$ cat config.mk
export PLATFORM = sky130hd
export DESIGN_NAME = mau_ram
export DESIGN_NICKNAME = d
export VERILOG_FILES = /design/src/design/mau_ram.sv
export SDC_FILE = /design/constraint.sdc
export NUM_CORES = 2
export LEC_CHECK = 0
export BUFFER_PORTS_ARGS = -buffer_cell sky130_fd_sc_hd__buf_4
export CAP_MARGIN = 25
export CORE_MARGIN = 5
export CORE_UTILIZATION = 40
export CTS_BUF_LIST = sky130_fd_sc_hd__clkbuf_16
export CTS_CLUSTER_DIAMETER = 100
export DETAILED_ROUTE_END_ITERATION = 10
export HOLD_SLACK_MARGIN = 0.02
export PLACE_DENSITY = 0.66
export SLEW_MARGIN = 40
export SYNTH_ARGS = -nofsm -noshare
export SYNTH_HDL_FRONTEND = slang
export SYNTH_SLANG_ARGS = --single-unit
export TNS_END_PERCENT = 20
$ cat constraint.sdc
create_clock -name clock -period 4.1 [get_ports clock]
set_input_delay 0.205 -clock clock [delete_from_list [all_inputs] [get_ports clock]]
set_output_delay 0.205 -clock clock [all_outputs]
set_load 0.1 [all_outputs]
$ cat src/design/mau_ram.sv
module mau_ram #(
   parameter int DEPTH = 64,
   parameter int WIDTH = 32,
   localparam int ADDR_W = $clog2(DEPTH)
) (
   input  logic              clock,
   input  logic              reset,
   input  logic              wr_en,
   input  logic [ADDR_W-1:0] wr_addr,
   input  logic [WIDTH-1:0]  wr_data,
   input  logic [ADDR_W-1:0] rd_addr,
   output logic [WIDTH-1:0]  rd_data
);

   logic [WIDTH-1:0] mem_ff [DEPTH];
   logic [DEPTH-1:0] valid_ff;
   logic [WIDTH-1:0] rd_data_ff;
   logic             rd_valid_ff;

   always_ff @(posedge clock) begin
      if (wr_en) begin
         mem_ff[wr_addr] <= wr_data;
      end
      rd_data_ff <= mem_ff[rd_addr];
   end

   // An entry never written since reset reads as zero.
   always_ff @(posedge clock) begin
      if (reset) begin
         valid_ff    <= '0;
         rd_valid_ff <= 1'b0;
      end else begin
         if (wr_en) begin
            valid_ff[wr_addr] <= 1'b1;
         end
         rd_valid_ff <= valid_ff[rd_addr];
      end
   end

   assign rd_data = rd_valid_ff ? rd_data_ff : '0;

endmodule

## Yosys cells after proc, flatten, opt, wreduce, memory -nomap -nowiden

Memories as Yosys holds them, arrays and structs flattened. A register that Yosys moved wholly into a read port is not among the register bits.
Index checks and enable logic that the tools add are counted.

| storage, ports and cells | value |
|---|---|
| bits in registers | 65 |
| input bits | 47 |
| output and inout port bits | 32 |
| bits in writable memories | 2,048 |
| memories kept | 1 |

| cells by class | value |
|---|---|
| muxes and demuxes | 7 |
| reduce and logical (&&, ||, !) cells | 1 |
| bitwise logic cells | 1 |
| magnitude comparators | 3 |

Memory list:

| memory | words | bits a word | read ports | clocked after memory_dff | wr ports | line | text |
|---|---|---|---|---|---|---|---|
| mem_ff | 64 | 32 | 1 | 1 | 1 | 15 | `logic [WIDTH-1:0] mem_ff [DEPTH];` |

Operator list:

| operator | number |
|---|---|
| $or A64 B64 Y64 | 1 |
| $mux W32 | 1 |
| $lt A6 B7 Y1 const B | 2 |
| $bmux W1 S6 | 1 |
| $demux W1 S6 | 1 |
| $ge A6 B1 Y1 const B | 1 |
| $mux W1 | 4 |
| $logic_and A1 B1 Y1 | 1 |

## Depth between registers and ports, before layout

| depth | value |
|---|---|
| depth after elaboration | 5 |
| depth in mapped cells | 10 |
| depth with buffers taken out | 5 |

## Least setup slack after synthesis

No wires, ideal clock.

| timing | value |
|---|---|
| kind | input to register |
| start point | input port wr_addr[5] |
| end point | memory mem_ff[40][0], enable pin |
| stages on the path | 5 |
| path buffers | 1 |
| data arrival time | 2,978 ps |
| path slack | 661 ps |
| setup time | 461 ps |
| cells stage by stage | clkbuf_1 -> nand2_1 -> nor2_1 -> nand2_1 -> nor3_1 |

RTL lines:

| what | line | text |
|---|---|---|
| from (decl) | 9 | `input logic [ADDR_W-1:0] wr_addr,` |
| to (decl) | 15 |  |

Straight into the memory's write port.

## Final worst setup path

| timing | value |
|---|---|
| start point | input port wr_addr[1] |
| end point | memory mem_ff[48][8], enable pin |

Straight into the memory's write port.

==> metrics.cfg <==
[cts]
clock-sinks=2145
cts-resized-gates=0
cts_setup_buffers=0
clockBufferDepth=3
clock_latency_ns=0.83
numCtsBuffers=202
root_buffer=clkbuf_16
htree_levels=4
path_clk_slew_ns=0.06
tritoncts=built

[floorplanning]
core_um2=202000
rows=165
dieHeight_um=461
fp.dieW_um=461
dieArea_um2=212000
pin_count=79
start_util_pct=40.2

[global_routing]
grt_pass1_wl_um=284000
grt_pass1_vias=38773
grt_remaining_overflow=0
grt_max_degree=66
antenna_found_initial=9
grtUsageTotal_pct=18.6

[drt]
detail-route-antenna-nets=0
routed_wl_um=198000
vias=38373
drt_iter0_markers=4187
avgViaCountPerCell=5.76
drt-wirelength-per-cell_um=29.6
drc=0
first_pass_iters=5

[place]
routabilityCongestion=0.821
numPortBuffers=78
dp_hpwl_um=114000

[synth]
synth-compound-area-share_pct=1.97
synthXorXnorAreaFrac_pct=0
ys_warn_count=0
synth_nets=3583
muxShareOfSynthArea_pct=16.9
syn_area_um2=81200
synthesis.instances=3536
syn_area_per_cell_um2=23.0
ys_types=35
synthAdderAreaFrac_pct=0
yosys.area_share.simple_pct=1.77
synth_top_family_by_area=multiplexers
synth-seq-cells=2145
ys_seq_area_share_pct=78.1

[sta]
max-slew-margin-rel_pct=39.6
maxSlewViolCount=0
setup_viol=0
fin_setup_tns_ns=0
final.min_clock_period_ns=2.71
finalCritPeriodShare_pct=66.2
rsz0062_at_grt=false
hold_viol=0
fin_worst_skew_ns=0.0283
worst_pin_slew_ns=0.906
timing.fmax_mhz=369
timing.hold.ws_ns=0.137

[setup_path]
endpoint_kind=flip-flop
cp_max_fo=7
critPathRequiredTime_ns=4.57
arrival_ns=3.19
start_kind=input port
crit_type=input port to flip-flop

[flow_run]
max_cap_violations=0

[final_layout]
areaGrowthSynthToFinish_pct=14.4
drive_gt1_share_pct=29.0
layout.nets=3856
mostFrequentLayoutCell=edfxtp_1
mostFrequentLayoutCells=edfxtp_1 (2048), mux4_2 (568), clkbuf_16 (205)
fillCellCount=16304
post-route-util_pct=46.0

[power_and_ir_drop]
ir_worst_vdd_uv=335
pwr-share-clk_pct=40.3
p_leak_nw=29.2
comb_power_share_pct=5.2
cellInternalPower_mw=35.1
switching_share_pct=21.3
power_frac_seq_pct=54.5
powerDensity_nw_per_um2=480
total_power_mw=44.6
p_switching_mw=9.49

[min_path]
hold_path.class=input port to flip-flop

[outcome]
status=complete, no violations

power groups by stage:
stage | logic [mW] | registers (mW) | clock network [mW]
global route | 2.46 | 24.3 | 19.2
detailed placement | 2.30 | 24.8 | 0
CTS | 2.34 | 24.3 | 18.3
finish | 2.32 | 24.3 | 18.0
floorplan | 1.34 | 24.7 | 0
global placement | 2.27 | 24.7 | 0
worst max-delay path, cell delays in order:
cell and delay, ns:
dlygate4sd3_1 0.54, buf_4 0.14, nor2b_1 0.49, nand3_1 0.45
nor3_2 0.51, dlygate4sd3_1 0.85
worst paths after layout:
path / slack (ns) / cells past startpoint / to / startpoint
worst max-delay path: 1.39 / 6 / mem_ff[48][8]$_DFFE_PP_ / wr_addr[1]
worst min-delay path: 0.14 / 4 / rd_data_ff[4]$_DFF_P_ / rd_addr[3]
worst max register to register: 1.95 / 4 / rd_data_ff[19]$_DFF_P_ / mem_ff[15][19]$_DFFE_PP_
worst min register to register: 0.47 / 2 / valid_ff[17]$_SDFFE_PP0P_ / valid_ff[17]$_SDFFE_PP0P_
cells by family after synthesis:
group | Yosys count
DFF | 2145
muxes | 660
and+or+nand+nor | 340
buffers and inverters | 197
AOI/OAI and AO/OA | 194
per-layer routing:
layer / routed length [um] / vias to the layer above / GRT usage [%]
met5: 13 / - / 0
met4: 5670 / 2 / 5.43
met3: 17300 / 316 / 4.42
met2: 97100 / 1752 / 30.3
met1: 77600 / 20705 / 25.2
li1: - / 15598 / -
synth_stat cells, drive strengths merged:
cell type,instances,area [um^2]
edfxtp,2048,61500
mux4,568,12800
nor2,200,751
buf,100,623
dfxtp,97,1940
clkbuf,95,357
mux2i,90,901
a221oi,86,753
nand2,72,270
and2,38,238
a22o,26,228
a22oi,22,165
o21ai,18,90.1
o311a,18,180
nor2b,11,68.8
a21oi,8,40.0
o21ba,8,80.1
nor3,7,35.0
nand2b,6,37.5
a211oi,3,22.5
nand3,3,15.0
inv,2,7.50
mux2,2,22.5
o22ai,2,12.5
a211o,1,8.76
a32o,1,10.0
nand3b,1,7.51
nor4b,1,8.76
o41ai,1,8.76
or3,1,6.26
stage by stage:
stage               cells  cell area (um^2)  worst slack, ns
global placement     6229             85900            0.745
finish               6666             92900             1.39
CTS                  6652             92800             1.47
floorplan            3536             81200            0.661
global route         6659             92900             1.35
detailed placement   6231             86000            0.783
layout make-up:
class / instances / area (um^2) / share of cell area, %
diodes: 10 / 25.0 / 0.0269
clock buffers: 204 / 5100 / 5.50
clock inverters: 175 / 1310 / 1.41
inverters: 2 / 7.51 / 0.00808
multi-input cells: 1194 / 17300 / 18.6
flip-flops and latches: 2145 / 63400 / 68.3
well taps: 2672 / 3340 / 3.60
repair buffers: 264 / 2400 / 2.58
registers in the layout, indices dropped and copies added, names as in the netlist:
name,count
rd_data_ff,32
valid_ff,64
rd_valid_ff,1
mem_ff,2048
timing repair:
item / CTS / global route
hold buffers: 42 / 0
setup endpoints to repair: 0 / 0
endpoints found under the hold margin: 2119 / 0
No activity file was read; power rests on OpenSTA's default activity.
