[config.mk]
export PLATFORM = sky130hd
export DESIGN_NAME = mau_mac
export DESIGN_NICKNAME = d
export VERILOG_FILES = /design/src/design/mau_pkg.sv /design/src/design/mau_mac.sv
export SDC_FILE = /design/constraint.sdc
export NUM_CORES = 2
export LEC_CHECK = 0
export BUFFER_PORTS_ARGS = -buffer_cell sky130_fd_sc_hd__buf_2
export CORE_UTILIZATION = 58
export DETAILED_ROUTE_END_ITERATION = 10
export PLACE_DENSITY_LB_ADDON = 0.2
export RECOVER_POWER = 100
export SLEW_MARGIN = 5
export SYNTH_ARGS = -nofsm -noshare
export SYNTH_HDL_FRONTEND = slang
export SYNTH_SLANG_ARGS = --single-unit
export TNS_END_PERCENT = 1
[constraint.sdc]
create_clock -name clock -period 9.49 [get_ports clock]
set_clock_uncertainty 0.2 [all_clocks]
set_input_delay 1.898 -clock clock [delete_from_list [all_inputs] [get_ports clock]]
set_output_delay 1.898 -clock clock [all_outputs]
set_load 0.01 [all_outputs]
[src/design/mau_pkg.sv]
package mau_pkg;

   // Field widths fixed by the request and result formats.
   localparam int POS_W       = 3;
   localparam int FIELD_W     = 32;
   localparam int DIM_REG_W   = 4;
   localparam int CSR_INDEX_W = 3;
   localparam int CSR_DATA_W  = 32;

   // Request types.
   localparam logic [1:0] REQ_LOAD_FIRST  = 2'd0;
   localparam logic [1:0] REQ_LOAD_SECOND = 2'd1;
   localparam logic [1:0] REQ_RUN         = 2'd2;

   // Operation codes.
   localparam logic [2:0] OP_ADD     = 3'd0;
   localparam logic [2:0] OP_SUB     = 3'd1;
   localparam logic [2:0] OP_SCALE   = 3'd2;
   localparam logic [2:0] OP_PRODUCT = 3'd3;
   localparam logic [2:0] OP_SUM     = 3'd4;

   // Result status codes.
   localparam logic [1:0] STATUS_OK        = 2'd0;
   localparam logic [1:0] STATUS_DIM_ERR   = 2'd1;
   localparam logic [1:0] STATUS_INDEX_ERR = 2'd2;

   // Configuration register indexes.
   localparam logic [CSR_INDEX_W-1:0] CSR_OP_MODE      = 3'd0;
   localparam logic [CSR_INDEX_W-1:0] CSR_FIRST_ROWS   = 3'd1;
   localparam logic [CSR_INDEX_W-1:0] CSR_FIRST_COLS   = 3'd2;
   localparam logic [CSR_INDEX_W-1:0] CSR_SECOND_ROWS  = 3'd3;
   localparam logic [CSR_INDEX_W-1:0] CSR_SECOND_COLS  = 3'd4;
   localparam logic [CSR_INDEX_W-1:0] CSR_SCALE_FACTOR = 3'd5;

   localparam logic [DIM_REG_W-1:0] DIM_RESET = 4'd1;

   typedef struct packed {
      logic [1:0]               req_type;
      logic [POS_W-1:0]         row_index;
      logic [POS_W-1:0]         col_index;
      logic signed [FIELD_W-1:0] element_value;
   } req_payload_type;

   typedef struct packed {
      logic [POS_W-1:0]         out_row;
      logic [POS_W-1:0]         out_col;
      logic signed [FIELD_W-1:0] out_value;
      logic [1:0]               status;
      logic                     last_item;
   } rsp_payload_type;

   typedef struct packed {
      logic [2:0]           op_mode;
      logic [DIM_REG_W-1:0] first_rows;
      logic [DIM_REG_W-1:0] first_cols;
      logic [DIM_REG_W-1:0] second_rows;
      logic [DIM_REG_W-1:0] second_cols;
   } cfg_type;

   // Marks one multiply-accumulate step as it moves down the datapath.
   typedef struct packed {
      logic valid;
      logic first;
      logic last;
   } step_tag_type;

   // Tells the top level to load the result register.
   typedef struct packed {
      logic             load;
      logic [POS_W-1:0] row;
      logic [POS_W-1:0] col;
      logic [1:0]       status;
      logic             last;
      logic             use_acc;
   } out_ctl_type;

   typedef enum logic [1:0] {
      ST_IDLE,
      ST_ISSUE,
      ST_DRAIN,
      ST_ERROR
   } seq_state_type;

endpackage

[src/design/mau_mac.sv]
module mau_mac #(
   parameter int DATA_WIDTH = 32
) (
   input  logic                   clock,
   input  logic                   reset,
   input  logic [2:0]             op_mode,
   input  logic [DATA_WIDTH-1:0]  rd_a,
   input  logic [DATA_WIDTH-1:0]  rd_b,
   input  logic [DATA_WIDTH-1:0]  scale,
   input  mau_pkg::step_tag_type  tag_in,
   input  logic                   done_clear,
   output logic [DATA_WIDTH-1:0]  acc,
   output logic                   acc_done
);

   import mau_pkg::*;

   step_tag_type          tag0_ff, tag1_ff, tag2_ff;
   logic [DATA_WIDTH-1:0] mul_b;
   logic [63:0]           a_ext, b_ext;
   logic [31:0]           a_lo, a_hi, b_lo, b_hi;
   logic [63:0]           pp_lo_in, pp_lo_ff;
   logic [31:0]           pp_ab_in, pp_ab_ff, pp_ba_in, pp_ba_ff;
   logic [DATA_WIDTH-1:0] a_ff, b_ff;
   logic [63:0]           prod_full;
   logic [DATA_WIDTH-1:0] term_in, term_ff;
   logic [DATA_WIDTH-1:0] acc_ff, acc_in;
   logic                  done_ff, done_in;

   // Low 64 bits of the product from three 32x32 partial products.
   assign mul_b    = (op_mode == OP_SCALE) ? scale : rd_b;
   assign a_ext    = 64'(rd_a);
   assign b_ext    = 64'(mul_b);
   assign a_lo     = a_ext[31:0];
   assign a_hi     = a_ext[63:32];
   assign b_lo     = b_ext[31:0];
   assign b_hi     = b_ext[63:32];
   assign pp_lo_in = a_lo * b_lo;
   assign pp_ab_in = a_lo * b_hi;
   assign pp_ba_in = a_hi * b_lo;

   always_ff @(posedge clock) begin
      pp_lo_ff <= pp_lo_in;
      pp_ab_ff <= pp_ab_in;
      pp_ba_ff <= pp_ba_in;
      a_ff     <= rd_a;
      b_ff     <= rd_b;
      term_ff  <= term_in;
      acc_ff   <= acc_in;
   end

   assign prod_full = pp_lo_ff + {pp_ab_ff + pp_ba_ff, 32'd0};

   always_comb begin
      case (op_mode)
         OP_ADD:  term_in = a_ff + b_ff;
         OP_SUB:  term_in = a_ff - b_ff;
         OP_SUM:  term_in = a_ff;
         default: term_in = prod_full[DATA_WIDTH-1:0];
      endcase
   end

   always_comb begin
      acc_in  = acc_ff;
      done_in = done_ff;
      if (tag2_ff.valid) begin
         acc_in = tag2_ff.first ? term_ff : acc_ff + term_ff;
      end
      if (done_clear) begin
         done_in = 1'b0;
      end else if (tag2_ff.valid && tag2_ff.last) begin
         done_in = 1'b1;
      end
   end

   always_ff @(posedge clock) begin
      if (reset) begin
         tag0_ff <= '0;
         tag1_ff <= '0;
         tag2_ff <= '0;
         done_ff <= 1'b0;
      end else begin
         tag0_ff <= tag_in;
         tag1_ff <= tag0_ff;
         tag2_ff <= tag1_ff;
         done_ff <= done_in;
      end
   end

   assign acc      = acc_ff;
   assign acc_done = done_ff;

endmodule

Word-level counts from Yosys, hierarchy flattened
Index checks and enable logic that the tools add are counted.

$add $sub $neg: 3. $mul: 1. Eq/ne operators: 3. Mux-type cells: 3. Reductions and logical operators: 3.

Operators with widths (number): $pmux W32 S3 (1); $add A32 B32 Y32 (2); $mux W32 (2); $mul A32 B32 Y32 (1); $sub A32 B32 Y32 (1); $eq A3 B1 Y1 const B (1); $eq A3 B2 Y1 const B (1); $eq A3 B3 Y1 const B (1); $logic_not A3 Y1 (1); $reduce_or A2 Y1 (1); $logic_and A1 B1 Y1 (1).

Register bits: 170. Input port bits: 105. Word-level logic and storage cells: 28.

Longest topological paths before layout
Depth in word-level cells: 3. Gate-level depth with buffers: 30. Gate-level depth less buffers: 28.

Worst setup path before layout
No wires, ideal clock.

Path kind: input port to flip-flop. Start point: in op_mode[0]. End point: reg pp_lo_ff[30]. Data arrival time: 8965 ps. Path slack: 253 ps. Stages on the path: 26. Cell sequence: nor3b_4 buf_6 mux2_2 clkbuf_1 clkbuf_1 and2_1 fa_1 inv_1 fa_1 fa_1 fa_1 inv_1 ha_1 ha_1 fa_1 fa_1 ha_1 or3_1 or3_1 and3_1 a41o_1 a31o_2 a2111oi_4 o21bai_1 a21oi_1 xnor2_1.

Word-level cells in the longest chain between the ends: 3.

RTL lines: from (decl) (line mau_mac.sv:6) `input logic [2:0] op_mode,`; $eq A3 B2 Y1 (line mau_mac.sv:31) `assign mul_b = (op_mode == OP_SCALE) ? scale : rd_b;`; $mux W32 (line mau_mac.sv:31); $mul A32 B32 Y32 (line mau_mac.sv:38) `assign pp_lo_in = a_lo * b_lo;`; named net pp_lo_in[30] (line mau_mac.sv:22) `logic [63:0] pp_lo_in, pp_lo_ff;`; to (signal assigned) (line mau_mac.sv:43) `pp_lo_ff <= pp_lo_in;`; to (decl) (line mau_mac.sv:22).

The timed path passes the listed nets, and every way through them passes these cells. A chain may end at the register's enable or synchronous reset.

Worst setup path after layout
Start point: in rd_a[13]. End point: reg pp_lo_ff[30].

Word-level cells in the longest chain between the ends: 1.

RTL lines: from (decl) (line mau_mac.sv:7) `input logic [DATA_WIDTH-1:0] rd_a,`; $mul A32 B32 Y32 (line mau_mac.sv:38); named net pp_lo_in[30] (line mau_mac.sv:22).

The timed path passes the listed nets, and every way through them passes these cells.

==> flow_summary.yaml <==
synth:
  synth_common_cells: "inv_1 (426), fa_1 (410), nand2_1 (329)"
  yosysSeqAreaShare: 0.153
  avgSynthCellArea_um2: 9.30
  synthTopCellsByArea: "fa_1 (34%), dfxtp_1 (11%), ha_1 (9.6%), and2_1 (7.1%), inv_1 (6.6%)"
  yosysWarnings: 0
  synth_edf_count: 32
  post-synth-top-area-cell: "fa_1"
  synth_flop_cell: "dfxtp_1"
  synth_top_area_frac: 0.338
  syn-num-nets: 3312
  synth.most_common_cell: "inv_1"
  synth-seq-cells: 170
  synth.distinct_cells: 72
  syn_inst: 2611
  syn_area_mm2: 0.0243
  synthArstFlopShare: 0
worst_hold_path:
  hp-start: "tag1_ff[1]"
  min_to: "tag2_ff[1]"
  hp-class: "register to register"
  worstHoldPathCells: 1
cts:
  clock_latency_ns: 0.45
  cts_tree: "yes"
  path_clk_slew_ns: 0.07
  cts.sinks: 170
  numCtsBuffers: 17
  cts_root_buf: "clkbuf_16"
  cts_max_path_buffers: 2
  htreeDepth: 4
global_route:
  grt_pass1_wl_um: 108000
  grt_max_degree: 61
  grt_usage: 0.338
  grt_pass1_vias: 19700
  grt_overflow: 0
  antenna_found_initial: 4
setup_path:
  cp_slowest_cell: "clkbuf_1"
  cpLargestDelayFamily: "adder cells"
  crit_arrival_ns: 9.36
  cp.required_ns: 9.66
  crit_top_cell: "fa_1"
  critPathMaxStageDelay_ns: 1.09
  criticalPathCategory: "input pin to register"
  start_kind: "input pin"
  r2r_end: "term_ff[31]"
  rr_worst_depth: 21
  worstSetupEndpointType: "register"
  crit_fanout: 20
  crit-reg2reg-launch: "b_ff[1]"
  critPathBufInv: 5
  r2r_slack_ns: 4.35
  worstPathCellList: "clkbuf_1 > and2_1 > fa_1 > fa_1 > fa_1 > inv_1 > fa_1 > inv_1 > fa_1 > inv_1 > fa_1 > inv_1 > fa_1 > fa_1 > ha_1 > nor2b_1 > o21ai_0 > nand2b_1 > a21o_1 > a31o_2 > a2111oi_4 > o21bai_1 > a21oi_1 > xnor2_1"
floorplanning:
  ioPinCount: 138
  std_cell_rows: 74
  core_area_mm2: 0.0410
  die_w_um: 207
  start_util: 0.592
  die_y_um: 207
  die_area_mm2: 0.0427
route:
  drt-wirelength-per-cell_um: 20.8
  drt_iter0_markers: 1456
  vias_per_cell: 5.69
  drtPass1Iterations: 9
  totalWireLength_um: 68300
  num_vias: 18700
  antenna_left: 0
  drcViolationCount: 30
timing:
  drv_slew: 162
  finalSetupViolCount: 0
  tightest_slew_ns: 2.37
  post-route-period-util: 0.968
  min_period_ns: 9.19
  rsz0062_at_grt: "false"
  timing.fmax_mhz: 109
  max_slew_margin: -0.579
  hold_violations: 0
final_layout:
  multi_input_area_mm2: 0.0185
  syn_to_final_growth_pct: 7.84
  fill_cells: 3465
  final_nets: 3431
  drive_gt1_frac: 0.0678
  seq_area_mm2: 0.00372
  utilization: 0.638
placement:
  gp_congestion: 0.956
  port_buffers: 137
  place_hpwl_um: 56200
status:
  failed_checks: "design-rule violations, max-capacitance violations, max-slew violations"
  outcome: "finished, violations left"
job:
  drv_cap: 5
==> per-layer routing <==
layer	track usage	part of all wire	up-vias
met5	0	0	-
met4	0.134	0.040	0
met3	0.0440	0.087	152
met2	0.544	0.46	768
met1	0.464	0.42	9343
li1	-	-	8393
==> final cells by class <==
class	count	share of cell area
sequential	170	0.142
multi-input combinational	1908	0.707
timing repair buffer	207	0.0415
clock buffer	18	0.0164
clock inverter	14	0.00554
antenna	6	0.000573
tap	532	0.0254
inverter	426	0.0611
==> worst max path at each step <==
stage	from	end	slack, ns	cells after the start
2_1_floorplan	op_mode[0]	pp_lo_ff[30]	0.25	26
3_3_place_gp	op_mode[0]	pp_lo_ff[30]	0.01	25
3_5_place_dp	op_mode[0]	pp_lo_ff[30]	-0.11	28
4_1_cts	op_mode[0]	pp_lo_ff[30]	0.35	28
5_1_grt	op_mode[1]	pp_lo_ff[30]	0.004	28
6_report	rd_a[13]	pp_lo_ff[30]	0.30	24
==> repair_timing <==
item	in CTS	in global routing
setup buffers	0	0
endpoints found under the setup margin	0	2
hold buffers	0	0
gates resized for setup	0	3
==> sequential cells by signal, indices dropped and copies added, names as in the netlist <==
name,flops
a_ff,32
term_ff,32
tag2_ff,3
b_ff,32
tag0_ff,3
pp_lo_ff,32
acc_done,1
tag1_ff,3
acc,32
==> stage by stage <==
stage	instance area [um^2]	TNS, ns	std cells	hold WS, ns	worst slack (ns)
floorplan	24300	0	2611	0.199	0.253
global placement	25800	0	3243	0.217	0.0137
detailed placement	25800	-0.226	3243	0.227	-0.112
CTS	26300	0	3275	0.237	0.351
global route	26200	0	3277	0.258	0.00369
finish	26200	0	3281	0.234	0.299
==> cells in the final DEF (no fill, tap or decap), types with 32 or more instances in the layout <==
cell | Yosys | layout
nand2_1 | 329 | 329
and2_1 | 276 | 273
ha_1 | 186 | 186
dfxtp_1 | 138 | 137
edfxtp_1 | 32 | 32
buf_4 | 0 | 62
xnor2_1 | 114 | 114
a21oi_1 | 91 | 91
nor2_1 | 47 | 47
inv_1 | 426 | 426
fa_1 | 410 | 410
buf_2 | 1 | 43
o21ai_0 | 94 | 98
xor2_1 | 50 | 50
clkbuf_1 | 101 | 101
==> logic make-up (layout without fill, tap and decap cells) <==
family,count (synthesis),after routing,synth area share
adder cells (fa/ha/maj),596,596,0.434
multiplexers,38,38,0.0192
AO/OA/AOI/OAI,346,346,0.0913
other,0,6,0
buffers and inverters,533,665,0.0834
AND/OR/NAND/NOR,763,763,0.159
XOR/XNOR,165,165,0.0598
flip-flops,170,170,0.153
==> worst reg2reg max path, stage by stage, from the launching register on <==
cell and delay (ns):
dfxtp_1 0.32, inv_1 0.08, ha_1 0.17, nand2b_1 0.07, or3_1 0.33, or3_1 0.38
or3_1 0.38, nor2_1 0.19, nor4b_4 0.40, nor2_1 0.10, xnor2_1 0.18, ha_1 0.35
a21o_1 0.18, a21o_1 0.18, a21o_1 0.21, a31oi_1 0.22, o21ai_0 0.11, a41o_1 0.27
a211o_1 0.28, a21oi_1 0.17, xnor2_1 0.13, o21ai_0 0.08
Power is left out: the tool's default activity adds up to more than one toggle a clock period on the data nets, which glitch-free logic cannot reach.
