### src/design/mau_pkg.sv
package mau_pkg;

   // Field widths fixed by the request and result formats.
   localparam int POS_W       = 3;
   localparam int FIELD_W     = 32;
   localparam int DIM_REG_W   = 4;
   localparam int CSR_INDEX_W = 3;
   localparam int CSR_DATA_W  = 32;

   // Request types.
   localparam logic [1:0] REQ_LOAD_FIRST  = 2'd0;
   localparam logic [1:0] REQ_LOAD_SECOND = 2'd1;
   localparam logic [1:0] REQ_RUN         = 2'd2;

   // Operation codes.
   localparam logic [2:0] OP_ADD     = 3'd0;
   localparam logic [2:0] OP_SUB     = 3'd1;
   localparam logic [2:0] OP_SCALE   = 3'd2;
   localparam logic [2:0] OP_PRODUCT = 3'd3;
   localparam logic [2:0] OP_SUM     = 3'd4;

   // Result status codes.
   localparam logic [1:0] STATUS_OK        = 2'd0;
   localparam logic [1:0] STATUS_DIM_ERR   = 2'd1;
   localparam logic [1:0] STATUS_INDEX_ERR = 2'd2;

   // Configuration register indexes.
   localparam logic [CSR_INDEX_W-1:0] CSR_OP_MODE      = 3'd0;
   localparam logic [CSR_INDEX_W-1:0] CSR_FIRST_ROWS   = 3'd1;
   localparam logic [CSR_INDEX_W-1:0] CSR_FIRST_COLS   = 3'd2;
   localparam logic [CSR_INDEX_W-1:0] CSR_SECOND_ROWS  = 3'd3;
   localparam logic [CSR_INDEX_W-1:0] CSR_SECOND_COLS  = 3'd4;
   localparam logic [CSR_INDEX_W-1:0] CSR_SCALE_FACTOR = 3'd5;

   localparam logic [DIM_REG_W-1:0] DIM_RESET = 4'd1;

   typedef struct packed {
      logic [1:0]               req_type;
      logic [POS_W-1:0]         row_index;
      logic [POS_W-1:0]         col_index;
      logic signed [FIELD_W-1:0] element_value;
   } req_payload_type;

   typedef struct packed {
      logic [POS_W-1:0]         out_row;
      logic [POS_W-1:0]         out_col;
      logic signed [FIELD_W-1:0] out_value;
      logic [1:0]               status;
      logic                     last_item;
   } rsp_payload_type;

   typedef struct packed {
      logic [2:0]           op_mode;
      logic [DIM_REG_W-1:0] first_rows;
      logic [DIM_REG_W-1:0] first_cols;
      logic [DIM_REG_W-1:0] second_rows;
      logic [DIM_REG_W-1:0] second_cols;
   } cfg_type;

   // Marks one multiply-accumulate step as it moves down the datapath.
   typedef struct packed {
      logic valid;
      logic first;
      logic last;
   } step_tag_type;

   // Tells the top level to load the result register.
   typedef struct packed {
      logic             load;
      logic [POS_W-1:0] row;
      logic [POS_W-1:0] col;
      logic [1:0]       status;
      logic             last;
      logic             use_acc;
   } out_ctl_type;

   typedef enum logic [1:0] {
      ST_IDLE,
      ST_ISSUE,
      ST_DRAIN,
      ST_ERROR
   } seq_state_type;

endpackage

### src/design/mau_seq.sv
module mau_seq #(
   parameter int MAX_DIM = 8,
   localparam int ADDR_W = $clog2(MAX_DIM * MAX_DIM)
) (
   input  logic                     clock,
   input  logic                     reset,
   input  logic                     req_valid,
   output logic                     req_ready,
   input  mau_pkg::req_payload_type req_data,
   input  mau_pkg::cfg_type         cfg,
   input  logic                     out_free,
   input  logic                     acc_done,
   output logic                     wr_first_en,
   output logic                     wr_second_en,
   output logic [ADDR_W-1:0]        wr_addr,
   output logic [ADDR_W-1:0]        rd_addr_a,
   output logic [ADDR_W-1:0]        rd_addr_b,
   output mau_pkg::step_tag_type    issue_tag,
   output mau_pkg::out_ctl_type     out_ctl
);

   import mau_pkg::*;

   localparam int IDX_W = $clog2(MAX_DIM);
   localparam int DIM_W = $clog2(MAX_DIM + 1);

   // Zero counts as one, anything above the array size saturates.
   function automatic logic [DIM_W-1:0] eff_dim(input logic [DIM_REG_W-1:0] raw);
      if (raw == '0) begin
         return DIM_W'(1);
      end
      if (raw > DIM_REG_W'(MAX_DIM)) begin
         return DIM_W'(MAX_DIM);
      end
      return DIM_W'(raw);
   endfunction

   function automatic logic [ADDR_W-1:0] cell_addr(input logic [IDX_W-1:0] r,
                                                  input logic [IDX_W-1:0] c);
      return ADDR_W'(r) * ADDR_W'(MAX_DIM) + ADDR_W'(c);
   endfunction

   seq_state_type    state_ff, state_in;
   logic [IDX_W-1:0] row_ff, row_in, col_ff, col_in, step_ff, step_in;
   logic [1:0]       err_status_ff, err_status_in;
   logic [DIM_W-1:0] ar, ac, br, bc, tgt_rows, tgt_cols;
   logic [IDX_W-1:0] ar_last, ac_last, bc_last, col_end;
   logic             row_last, col_last, step_last, in_range, is_sum;

   assign ar       = eff_dim(cfg.first_rows);
   assign ac       = eff_dim(cfg.first_cols);
   assign br       = eff_dim(cfg.second_rows);
   assign bc       = eff_dim(cfg.second_cols);
   assign ar_last  = IDX_W'(ar - 1'b1);
   assign ac_last  = IDX_W'(ac - 1'b1);
   assign bc_last  = IDX_W'(bc - 1'b1);
   assign col_end  = (cfg.op_mode == OP_PRODUCT) ? bc_last : ac_last;
   assign row_last = (row_ff == ar_last);
   assign col_last = (col_ff == col_end);
   assign step_last = (step_ff == ac_last);
   assign is_sum   = (cfg.op_mode == OP_SUM);

   assign tgt_rows = (req_data.req_type == REQ_LOAD_FIRST) ? ar : br;
   assign tgt_cols = (req_data.req_type == REQ_LOAD_FIRST) ? ac : bc;
   assign in_range = (DIM_REG_W'(req_data.row_index) < DIM_REG_W'(tgt_rows)) &&
                     (DIM_REG_W'(req_data.col_index) < DIM_REG_W'(tgt_cols));

   always_comb begin
      state_in      = state_ff;
      row_in        = row_ff;
      col_in        = col_ff;
      step_in       = step_ff;
      err_status_in = err_status_ff;
      req_ready     = 1'b0;
      wr_first_en   = 1'b0;
      wr_second_en  = 1'b0;
      wr_addr       = cell_addr(IDX_W'(req_data.row_index), IDX_W'(req_data.col_index));
      rd_addr_a     = cell_addr(row_ff, col_ff);
      rd_addr_b     = cell_addr(row_ff, col_ff);
      issue_tag     = '0;
      out_ctl       = '0;

      unique case (state_ff)
         ST_IDLE: begin
            req_ready = 1'b1;
            if (req_valid) begin
               case (req_data.req_type) inside
                  REQ_LOAD_FIRST, REQ_LOAD_SECOND: begin
                     if (in_range) begin
                        wr_first_en  = (req_data.req_type == REQ_LOAD_FIRST);
                        wr_second_en = (req_data.req_type == REQ_LOAD_SECOND);
                     end else begin
                        err_status_in = STATUS_INDEX_ERR;
                        state_in      = ST_ERROR;
                     end
                  end
                  REQ_RUN: begin
                     row_in  = '0;
                     col_in  = '0;
                     step_in = '0;
                     case (cfg.op_mode) inside
                        OP_ADD, OP_SUB: begin
                           if (ar == br && ac == bc) begin
                              state_in = ST_ISSUE;
                           end else begin
                              err_status_in = STATUS_DIM_ERR;
                              state_in      = ST_ERROR;
                           end
                        end
                        OP_PRODUCT: begin
                           if (ac == br) begin
                              state_in = ST_ISSUE;
                           end else begin
                              err_status_in = STATUS_DIM_ERR;
                              state_in      = ST_ERROR;
                           end
                        end
                        OP_SCALE, OP_SUM: begin
                           state_in = ST_ISSUE;
                        end
                        default: ;
                     endcase
                  end
                  default: ;
               endcase
            end
         end

         ST_ISSUE: begin
            issue_tag.valid = 1'b1;
            case (cfg.op_mode)
               OP_PRODUCT: begin
                  rd_addr_a       = cell_addr(row_ff, step_ff);
                  rd_addr_b       = cell_addr(step_ff, col_ff);
                  issue_tag.first = (step_ff == '0);
                  issue_tag.last  = step_last;
                  step_in         = step_ff + 1'b1;
                  if (step_last) begin
                     state_in = ST_DRAIN;
                  end
               end
               OP_SUM: begin
                  // The whole first matrix accumulates into one result.
                  issue_tag.first = (row_ff == '0) && (col_ff == '0);
                  issue_tag.last  = row_last && col_last;
                  if (col_last) begin
                     col_in = '0;
                     row_in = row_ff + 1'b1;
                  end else begin
                     col_in = col_ff + 1'b1;
                  end
                  if (row_last && col_last) begin
                     state_in = ST_DRAIN;
                  end
               end
               default: begin
                  issue_tag.first = 1'b1;
                  issue_tag.last  = 1'b1;
                  state_in        = ST_DRAIN;
               end
            endcase
         end

         ST_DRAIN: begin
            if (acc_done && out_free) begin
               out_ctl.load    = 1'b1;
               out_ctl.row     = is_sum ? '0 : POS_W'(row_ff);
               out_ctl.col     = is_sum ? '0 : POS_W'(col_ff);
               out_ctl.status  = STATUS_OK;
               out_ctl.last    = is_sum || (row_last && col_last);
               out_ctl.use_acc = 1'b1;
               step_in         = '0;
               if (is_sum || (row_last && col_last)) begin
                  state_in = ST_IDLE;
               end else begin
                  state_in = ST_ISSUE;
                  if (col_last) begin
                     col_in = '0;
                     row_in = row_ff + 1'b1;
                  end else begin
                     col_in = col_ff + 1'b1;
                  end
               end
            end
         end

         ST_ERROR: begin
            if (out_free) begin
               out_ctl.load   = 1'b1;
               out_ctl.status = err_status_ff;
               out_ctl.last   = 1'b1;
               state_in       = ST_IDLE;
            end
         end

         default: state_in = ST_IDLE;
      endcase
   end

   always_ff @(posedge clock) begin
      if (reset) begin
         state_ff      <= ST_IDLE;
         row_ff        <= '0;
         col_ff        <= '0;
         step_ff       <= '0;
         err_status_ff <= STATUS_OK;
      end else begin
         state_ff      <= state_in;
         row_ff        <= row_in;
         col_ff        <= col_in;
         step_ff       <= step_in;
         err_status_ff <= err_status_in;
      end
   end

endmodule

### config.mk
export PLATFORM = sky130hd
export DESIGN_NAME = mau_seq
export DESIGN_NICKNAME = d
export VERILOG_FILES = /design/src/design/mau_pkg.sv /design/src/design/mau_seq.sv
export SDC_FILE = /design/constraint.sdc
export NUM_CORES = 1
export LEC_CHECK = 0
export CORE_ASPECT_RATIO = 1.75
export CORE_MARGIN = 3
export CORE_UTILIZATION = 60
export DETAILED_ROUTE_END_ITERATION = 8
export DONT_BUFFER_PORTS = 1
export MAX_ROUTING_LAYER = met4
export PLACE_DENSITY_LB_ADDON = 0.25
export SLEW_MARGIN = 5
export SYNTH_ARGS = -nofsm -noshare
export SYNTH_HDL_FRONTEND = slang
export SYNTH_SLANG_ARGS = --single-unit
### constraint.sdc
create_clock -name clock -period 4.3 [get_ports clock]
set_input_delay 1.075 -clock clock [delete_from_list [all_inputs] [get_ports clock]]
set_output_delay 1.075 -clock clock [all_outputs]
set_load 0.005 [all_outputs]
After elaboration in Yosys (flattened, before gate mapping)
Index checks and enable logic that the tools add are counted.
{"block": "word_totals", "reg_bits": 13, "inputBits": 64, "out_inout_bits": 35, "elab_cells": 172}
{"block": "classes", "addsub": 10, "n_lt_le_gt_ge": 6, "n_eq_ne": 31, "muxes": 94, "n_reduce_logical": 26}
{"cell": "$mux W4", "n": 18}
{"cell": "$mux W3", "n": 18}
{"cell": "$mux W2", "n": 20}
{"cell": "$mux W6", "n": 5}
{"cell": "$pmux W3 S3", "n": 3}
{"cell": "$add A6 B3 Y6", "n": 4}
{"cell": "$mux W1", "n": 24}
{"cell": "$ne A2 B2 Y1 const B", "n": 9}
{"cell": "$gt A4 B4 Y1 const B", "n": 4}
{"cell": "$logic_not A4 Y1", "n": 4}
{"cell": "$reduce_and A7 Y1", "n": 2}
{"cell": "$eq A4 B4 Y1", "n": 3}
{"cell": "$logic_not A3 Y1", "n": 4}
{"cell": "$mux W11", "n": 1}
{"cell": "$add A3 B1 Y3 const B", "n": 3}
{"cell": "$eq A3 B3 Y1", "n": 3}
{"cell": "$ne A3 B3 Y1 const B", "n": 3}
{"cell": "$sub A3 B1 Y3 const B", "n": 3}
{"cell": "$lt A3 B4 Y1", "n": 2}
{"cell": "$pmux W2 S2", "n": 2}
{"cell": "$pmux W2 S4", "n": 1}
{"cell": "$reduce_and A8 Y1", "n": 1}
{"cell": "$eq A2 B2 Y1 const B", "n": 3}
{"cell": "$eq A3 B2 Y1 const B", "n": 2}
{"cell": "other kinds (15)", "n": 25}

Depth between registers and ports, before layout
Gate-level depths: netlist of the first run.
{"block": "logic_depth", "word_depth": 13, "depth_mapped": 11, "mapped_depth_nobuf": 10}

Worst setup path after synthesis of the first run
OpenSTA, ideal clock, no wires.
{"block": "synth_timing", "path_type": "input port to output port", "startpoint": "in cfg[2] in the netlist's numbering", "endpoint": "out out_ctl[1] in the netlist's numbering", "arrival_time_ps": 2897, "t_required_ps": 3225, "path_slack_ps": 328, "cell_stages": 8, "path_buffers": 0, "cell_sequence": "o21ba_2 > or2_2 > ha_1 > xnor2_1 > mux2i_1 > nor4_4 > a21oi_1 > o21ai_0"}
{"item": "from (decl)", "line": "mau_seq.sv:10", "source": "input mau_pkg::cfg_type cfg,"}
{"item": "to (decl)", "line": "mau_seq.sv:19", "source": "output mau_pkg::out_ctl_type out_ctl"}

Worst setup path in the final report of the first run
{"block": "layout_timing", "startpoint": "in req_data[39] in the netlist's numbering", "endpoint": "out wr_second_en"}
{"block": "layout_via", "elab_chain_len": 8}
{"item": "from (decl)", "line": "mau_seq.sv:9", "source": "input mau_pkg::req_payload_type req_data,"}
{"item": "$logic_not A2 Y1", "line": "mau_seq.sv:63, mau_seq.sv:64"}
{"item": "$mux W4, on equally long branches", "line": "mau_seq.sv:63, mau_seq.sv:64"}
{"item": "$lt A3 B4 Y1, on equally long branches", "line": "mau_seq.sv:65, mau_seq.sv:66"}
{"item": "$logic_and A1 B1 Y1", "line": "mau_seq.sv:65", "source": "assign in_range = (DIM_REG_W'(req_data.row_index) < DIM_REG_W'(tgt_rows)) &&"}
{"item": "$mux W1", "line": "mau_seq.sv:89", "source": "if (in_range) begin"}
{"item": "$mux W1 *", "line": "mau_seq.sv:87", "source": "case (req_data.req_type) inside"}
{"item": "$mux W1 *", "line": "mau_seq.sv:86", "source": "if (req_valid) begin"}
{"item": "$mux W1 *", "line": "mau_seq.sv:83", "source": "unique case (state_ff)"}
{"item": "to (decl)", "line": "mau_seq.sv:14", "source": "output logic wr_second_en,"}
Every way passes the cells marked *; elsewhere a longest branch is shown, timed or not.

==> results of run 1 <==
tightest hold or removal path, stage by stage, from the launching register on:
cell,delay (ns)
dfxtp_1,0.30
o41ai_1,0.05
a21oi_1,0.06
per-layer routing:
metal | vias up | share of wire | global-route usage
li1 | 929 | - | -
met4 | 0 | 0.020 | 0.0912
met3 | 9 | 0.058 | 0.0294
met1 | 837 | 0.38 | 0.263
met2 | 58 | 0.54 | 0.518
met5 | - | 0 | -
layout make-up:
class | instances | area (µm²)
clock buffer | 4 | 45.0
fill | 290 | 1040
tap | 42 | 52.6
sequential | 13 | 260
multi-input combinational | 219 | 1520
inverter | 18 | 67.6
timing repair buffer | 2 | 15.0
flip-flops by register name, indices dropped and copies added, names as in the netlist:
| signal | count |
|---|---|
| row_ff | 3 |
| err_status_ff | 2 |
| state_ff | 2 |
| step_ff | 3 |
| col_ff | 3 |
cell families (layout without fill, tap and decap cells):
kind of cell	Yosys count	count (layout)	share of synthesized area
buf+inv	34	24	0.0821
mux	4	4	0.0213
flops	13	13	0.134
simple gates	117	117	0.323
xor+xnor	18	18	0.0814
compound gates	63	63	0.248
fa+ha+maj	17	17	0.110
placed cells by master (no fill, tap or decap), types with 2 or more instances in the layout:
master / n
dfxtp_1: 13
and2_1: 2
a21boi_0: 2
nor3b_1: 2
nor2_2: 2
inv_1: 18
nand2b_1: 6
o211ai_1: 5
nor4b_1: 2
or3_1: 3
nor2b_1: 4
clkbuf_8: 3
buf_4: 2
nor4_1: 7
o21ba_2: 3
a22oi_1: 3
nor3_1: 10
nand4_1: 2
nor2_1: 15
mux2i_1: 3
a21oi_1: 17
ha_1: 17
xnor2_1: 10
a211oi_1: 2
nand2_1: 37
o32ai_1: 3
xor2_1: 8
o21ai_0: 11
nand3_1: 9
or4_1: 2
and3_1: 5
final timing paths:
kind                                                    start                            end  cells after the start
worst max-delay path                             req_data[39]                   wr_second_en                      7
worst min-delay path            err_status_ff[1]$_SDFFE_PP0P_  err_status_ff[1]$_SDFFE_PP0P_                      2
worst max register to register       state_ff[0]$_SDFFE_PP0P_         row_ff[0]$_SDFFE_PP0P_                      8
worst min register to register  err_status_ff[1]$_SDFFE_PP0P_  err_status_ff[1]$_SDFFE_PP0P_                      2
stage by stage:
| stage | util | hold WS (ns) | instances |
|---|---|---|---|
| finish | 0.654 | 0.454 | 298 |
| global route | 0.654 | 0.479 | 298 |
| CTS | 0.654 | 0.457 | 298 |
| detailed placement | 0.639 | 0.447 | 294 |
| global placement | 0.639 | 0.448 | 294 |
| floorplan | - | 0.438 | 266 |
power by group:
part	switching (µW)	internal [µW]
combinational	279	179
sequential	24.6	139
clock	46.4	65.6
==> results.txt, run 1 <==
Crit. End Element -> output port
Reported leakage power -> 0.000765 µW
DR WL/cell -> 16.4 µm
Worst VDD drop -> 0.000325 V
Core Region -> 2990 µm²
DR vias -> 1833
Clk_lat worst skew -> 0.25 ns
Final Max Tran Viols -> 0
Finish-stage setup viols -> 0
Die W -> 48.9 µm
Netlist Area Pre-Place -> 1940 µm²
YS warnings -> 0
Cts repair resizes -> 0
TritonCTS clock tree -> done
Status -> finished clean
Die Y -> 81.1 µm
Crit-path cells -> nor2_2, mux2i_1, ha_1, a21oi_1, o211ai_1, or3_4, nor4_1
HPWL Detailed -> 3980 µm
Worst Path Arrival -> 3.03 ns
Hold Crit Class -> register to register
ANT nets after route -> 0
Max Freq -> 243 MHz
P&R area growth vs syn -> 1.10%
Synthesis-stage register bit count -> 13
Largest net degree at the start of global routing -> 15
Die area -> 3970 µm²
Vias in the first global route -> 1738
Overall Global Routing Usage -> 0.263
EDFF count, synth -> 0
Final #Nets -> 338
Top cells by area, synth -> dfxtp_1 (13%), ha_1 (11%), nand2_1 (7.2%)
Reg2Reg Setup Slack -> 1.58 ns
Clock-pin slew on the worst setup and hold paths -> 0.06 ns
Dpl ws -> 0.168 ns
Async SR Flop Fraction -> 0
Post-CTS setup buffer count -> 0
Placed Area -> 1910 µm²
Total I/O pin count -> 99
Clock buffer depth -> 2
Top cell type's share of synthesized area -> 0.134
Mapped Avg Cell Area -> 7.28 µm²
Slowest-stage cell, CP -> or3_4
CTS Buf Count -> 3
Final non-filler cell area -> 1960 µm²
Crit Path Max Fanout -> 14
CP top delay family -> simple AND/OR/NAND/NOR gates
WL final -> 4890 µm
Max-capacitance violation count -> 0
Dominant cell type by area after synthesis -> dfxtp_1
Max_slew headroom -> 0.624
Minimum clock period -> 4.11 ns
DRC viols -> 0
TNS Setup -> 0 ns
ANT cells -> 0
Initial drt markers -> 52
Share of cells above drive strength 1 -> 0.0898
Most numerous cell in the Yosys netlist -> nand2_1
CTS Hold Buffers Added -> 0
Buf+Inv Stages, Crit Path -> 0
Clk_skew -> 0.00428 ns
Initial Util -> 0.647
Netlist cell types -> 60
Final Hold Fails -> 0
Startpoint Class -> input port
Power density cells -> 375 nW/µm²
Critical Path RT -> 3.22 ns
Syn Inst Count -> 266
Synth top cells by count -> nand2_1 (37), inv_1 (18), a21oi_1 (17), ha_1 (17), nor2_1 (15)
I/O Buffers -> 0
Total clock sinks -> 13
Worst path max stage delay -> 0.44 ns
Sequential fraction of the synthesis area -> 0.134
Ratio of final minimum period to clock period -> 0.956
Critical path class -> input port to output port
Design Power -> 734 µW
Ys flop type -> dfxtp_1
RSZ-0062 raised after global routing -> no
Initial antenna violation count -> 0
Root Driver -> clkbuf_8
Worst-Margin Slew -> 0.559 ns
Routability cong. -> 0.889
H-tree levels -> 1
First-pass GRT wire length -> 7960 µm
Core Rows -> 26
Initial DRT Pass Iterations -> 4
GRT Residual Overflow -> 0
Syn_nets -> 347
Final setup margin -> 0.191 ns
Post-DR vias/cell -> 6.15
(Power assumes the default switching activity.)
==> run 2: changes to the inputs <==
CORE_ASPECT_RATIO = 1.1   (was 1.75)
==> run 2 against run 1 <==
  * Non-clock buffer count is 1 lower
  * Via count is 1.1% higher
  * Combinational power hardly changed
  * Critical path depth stayed put
  * Flip-flop and latch count stayed put
  * Sequential power hardly changed
  * Critical endpoint unchanged
==> results.txt, run 2 (synthesis gave the netlist of run 1 again) <==
Most frequent cells in the layout -> nand2_1 (37), inv_1 (18), a21oi_1 (17), ha_1 (17), nor2_1 (15)
DR vias -> 1854 (+1.1%)
RSZ-0062 raised after global routing -> no
Largest net degree at the start of global routing -> 15 (unchanged)
Max-capacitance violation count -> 0 (unchanged)
Routability cong. -> 0.842 (-5.2%)
Post-DR vias/cell -> 6.42 (+4.3%)
Startpoint Class -> input port
Max_slew headroom -> 0.651 (+0.0272)
TNS Setup -> 0 ns (unchanged)
Clk_lat worst skew -> 0.28 ns (+0.03 ns)
CP startpoint -> req_data[39]
Share of cells above drive strength 1 -> 0.0863 (-0.00357)
Cts repair resizes -> 0 (unchanged)
Finish-stage setup viols -> 0 (unchanged)
Max Freq -> 249 MHz (+2.4%)
TritonCTS clock tree -> done
Die area -> 3940 µm² (-0.65%)
Critical path class -> input port to output port
Root Driver -> clkbuf_4
Core Rows -> 21 (-19%)
Die W -> 60.2 µm (+23%)
Final #Nets -> 337 (-0.30%)
ANT cells -> 0 (unchanged)
First-pass GRT wire length -> 7850 µm (-1.3%)
Dpl ws -> 0.260 ns (+0.0923 ns)
Initial drt markers -> 137 (+160%)
CP top delay family -> simple AND/OR/NAND/NOR gates
Vias in the first global route -> 1725 (-0.75%)
CTS Buf Count -> 3 (unchanged)
P&R area growth vs syn -> -0.776%
WL final -> 4870 µm (-0.27%)
Total I/O pin count -> 99 (unchanged)
Status -> finished clean
H-tree levels -> 1 (unchanged)
Overall Global Routing Usage -> 0.264 (+0.00160)
Clock buffer depth -> 2 (unchanged)
Buf+Inv Stages, Crit Path -> 0 (unchanged)
Hold WS -> 0.481 ns (+0.0266 ns)
Most common cell after layout, fill and taps aside -> nand2_1
Hold Crit Class -> register to register
Slowest-stage cell, CP -> or3_4
I/O Buffers -> 0 (unchanged)
Initial antenna violation count -> 0 (unchanged)
Minimum clock period -> 4.01 ns (-0.0968 ns)
Power density cells -> 365 nW/µm² (-2.8%)
Crit Path Max Fanout -> 14 (unchanged)
Die Y -> 65.6 µm (-19%)
Crit. End Element -> output port
Hold wc startpoint -> err_status_ff[1]$_SDFFE_PP0P_
DR WL/cell -> 16.9 µm (+2.8%)
ANT nets after route -> 0 (unchanged)
Worst Path Arrival -> 2.94 ns (-0.09 ns)
Post-CTS setup buffer count -> 0 (unchanged)
Final Max Tran Viols -> 0 (unchanged)
Crit-path cells -> nor2_2, mux2i_1, ha_1, a21oi_1, o211ai_1, or3_4, nor4_1
Clock-pin slew on the worst setup and hold paths -> 0.07 ns (about the same)
Largest registers -> col_ff x3, row_ff x3, step_ff x3
Initial DRT Pass Iterations -> 4 (unchanged)
DRC viols -> 0 (unchanged)
Core Region -> 3070 µm² (+2.7%)
HPWL Detailed -> 3870 µm (-2.8%)
Initial Util -> 0.630 (-0.0171)
Worst path max stage delay -> 0.43 ns (about the same)
Reported leakage power -> 0.000752 µW (-1.7%)
Ratio of final minimum period to clock period -> 0.933 (-0.0225)
Worst VDD drop -> 0.000357 V (+9.9%)
Crit Reg-Reg Startpoint -> state_ff[1]$_SDFFE_PP0P_
CTS Hold Buffers Added -> 0 (unchanged)
GRT Residual Overflow -> 0 (unchanged)
Critical Path RT -> 3.22 ns (about the same)
Final Hold Fails -> 0 (unchanged)
Final Util -> 0.625 (-0.0291)
Final setup margin -> 0.288 ns (+0.0968 ns)
Clk_skew -> 0.00402 ns (-0.000258 ns)
Total clock sinks -> 13 (unchanged)
Worst-Margin Slew -> 0.519 ns (-0.0405 ns)
==> run 2: cell types whose count changed in the layout (fill, tap and decap cells not counted), sizes merged <==
| cell | previous run | this run |
|---|---|---|
| buf | 2 | 1 |
==> run 2: worst register-to-register path: stages (launching register included) <==
cell	delay (ns)
dfxtp_1	0.39
inv_1	0.08
ha_1	0.31
a21boi_0	0.21
a2111oi_4	0.49
o21ai_0	0.29
a211oi_2	0.38
o21ai_1	0.17
o32ai_1	0.29
==> run 2: final timing paths <==
| kind | endpoint | slack, ns | cells past startpoint |
|---|---|---|---|
| max | wr_second_en | 0.29 | 7 |
| min | err_status_ff[1]$_SDFFE_PP0P_ | 0.48 | 2 |
| max reg2reg | row_ff[1]$_SDFFE_PP0P_ | 1.60 | 8 |
| min reg2reg | err_status_ff[1]$_SDFFE_PP0P_ | 0.48 | 2 |
==> run 2: report_power, final <==
group | switching [µW] | internal (µW)
Sequential | 26.6 | 139
Clock | 40.3 | 36.0
Combinational | 281 | 178
Total | 348 | 353
==> run 2: layout make-up <==
cell class / instances / area [µm²]
Timing Repair Buffer: 1 / 7.51
Tap cell: 34 / 42.5
Multi-Input combinational cell: 219 / 1520
Inverter: 18 / 67.6
Fill cell: 305 / 1150
Sequential cell: 13 / 260
Clock buffer: 4 / 26.3
==> run 2: through the flow <==
stage | std cells | cell area [µm²] | total power [µW]
3_3_place_gp | 285 | 1890 | 608
5_1_grt | 289 | 1920 | 764
2_1_floorplan | 266 | 1940 | 538
4_1_cts | 289 | 1920 | 698
3_5_place_dp | 285 | 1890 | 621
6_report | 289 | 1920 | 701
==> run 2: routing by layer <==
layer | track usage | part of all wire | wire length (µm)
met3 | 0.0452 | 0.068 | 330
met1 | 0.302 | 0.42 | 2060
met4 | 0.102 | 0.023 | 112
met2 | 0.451 | 0.49 | 2370
met5 | - | 0 | 0
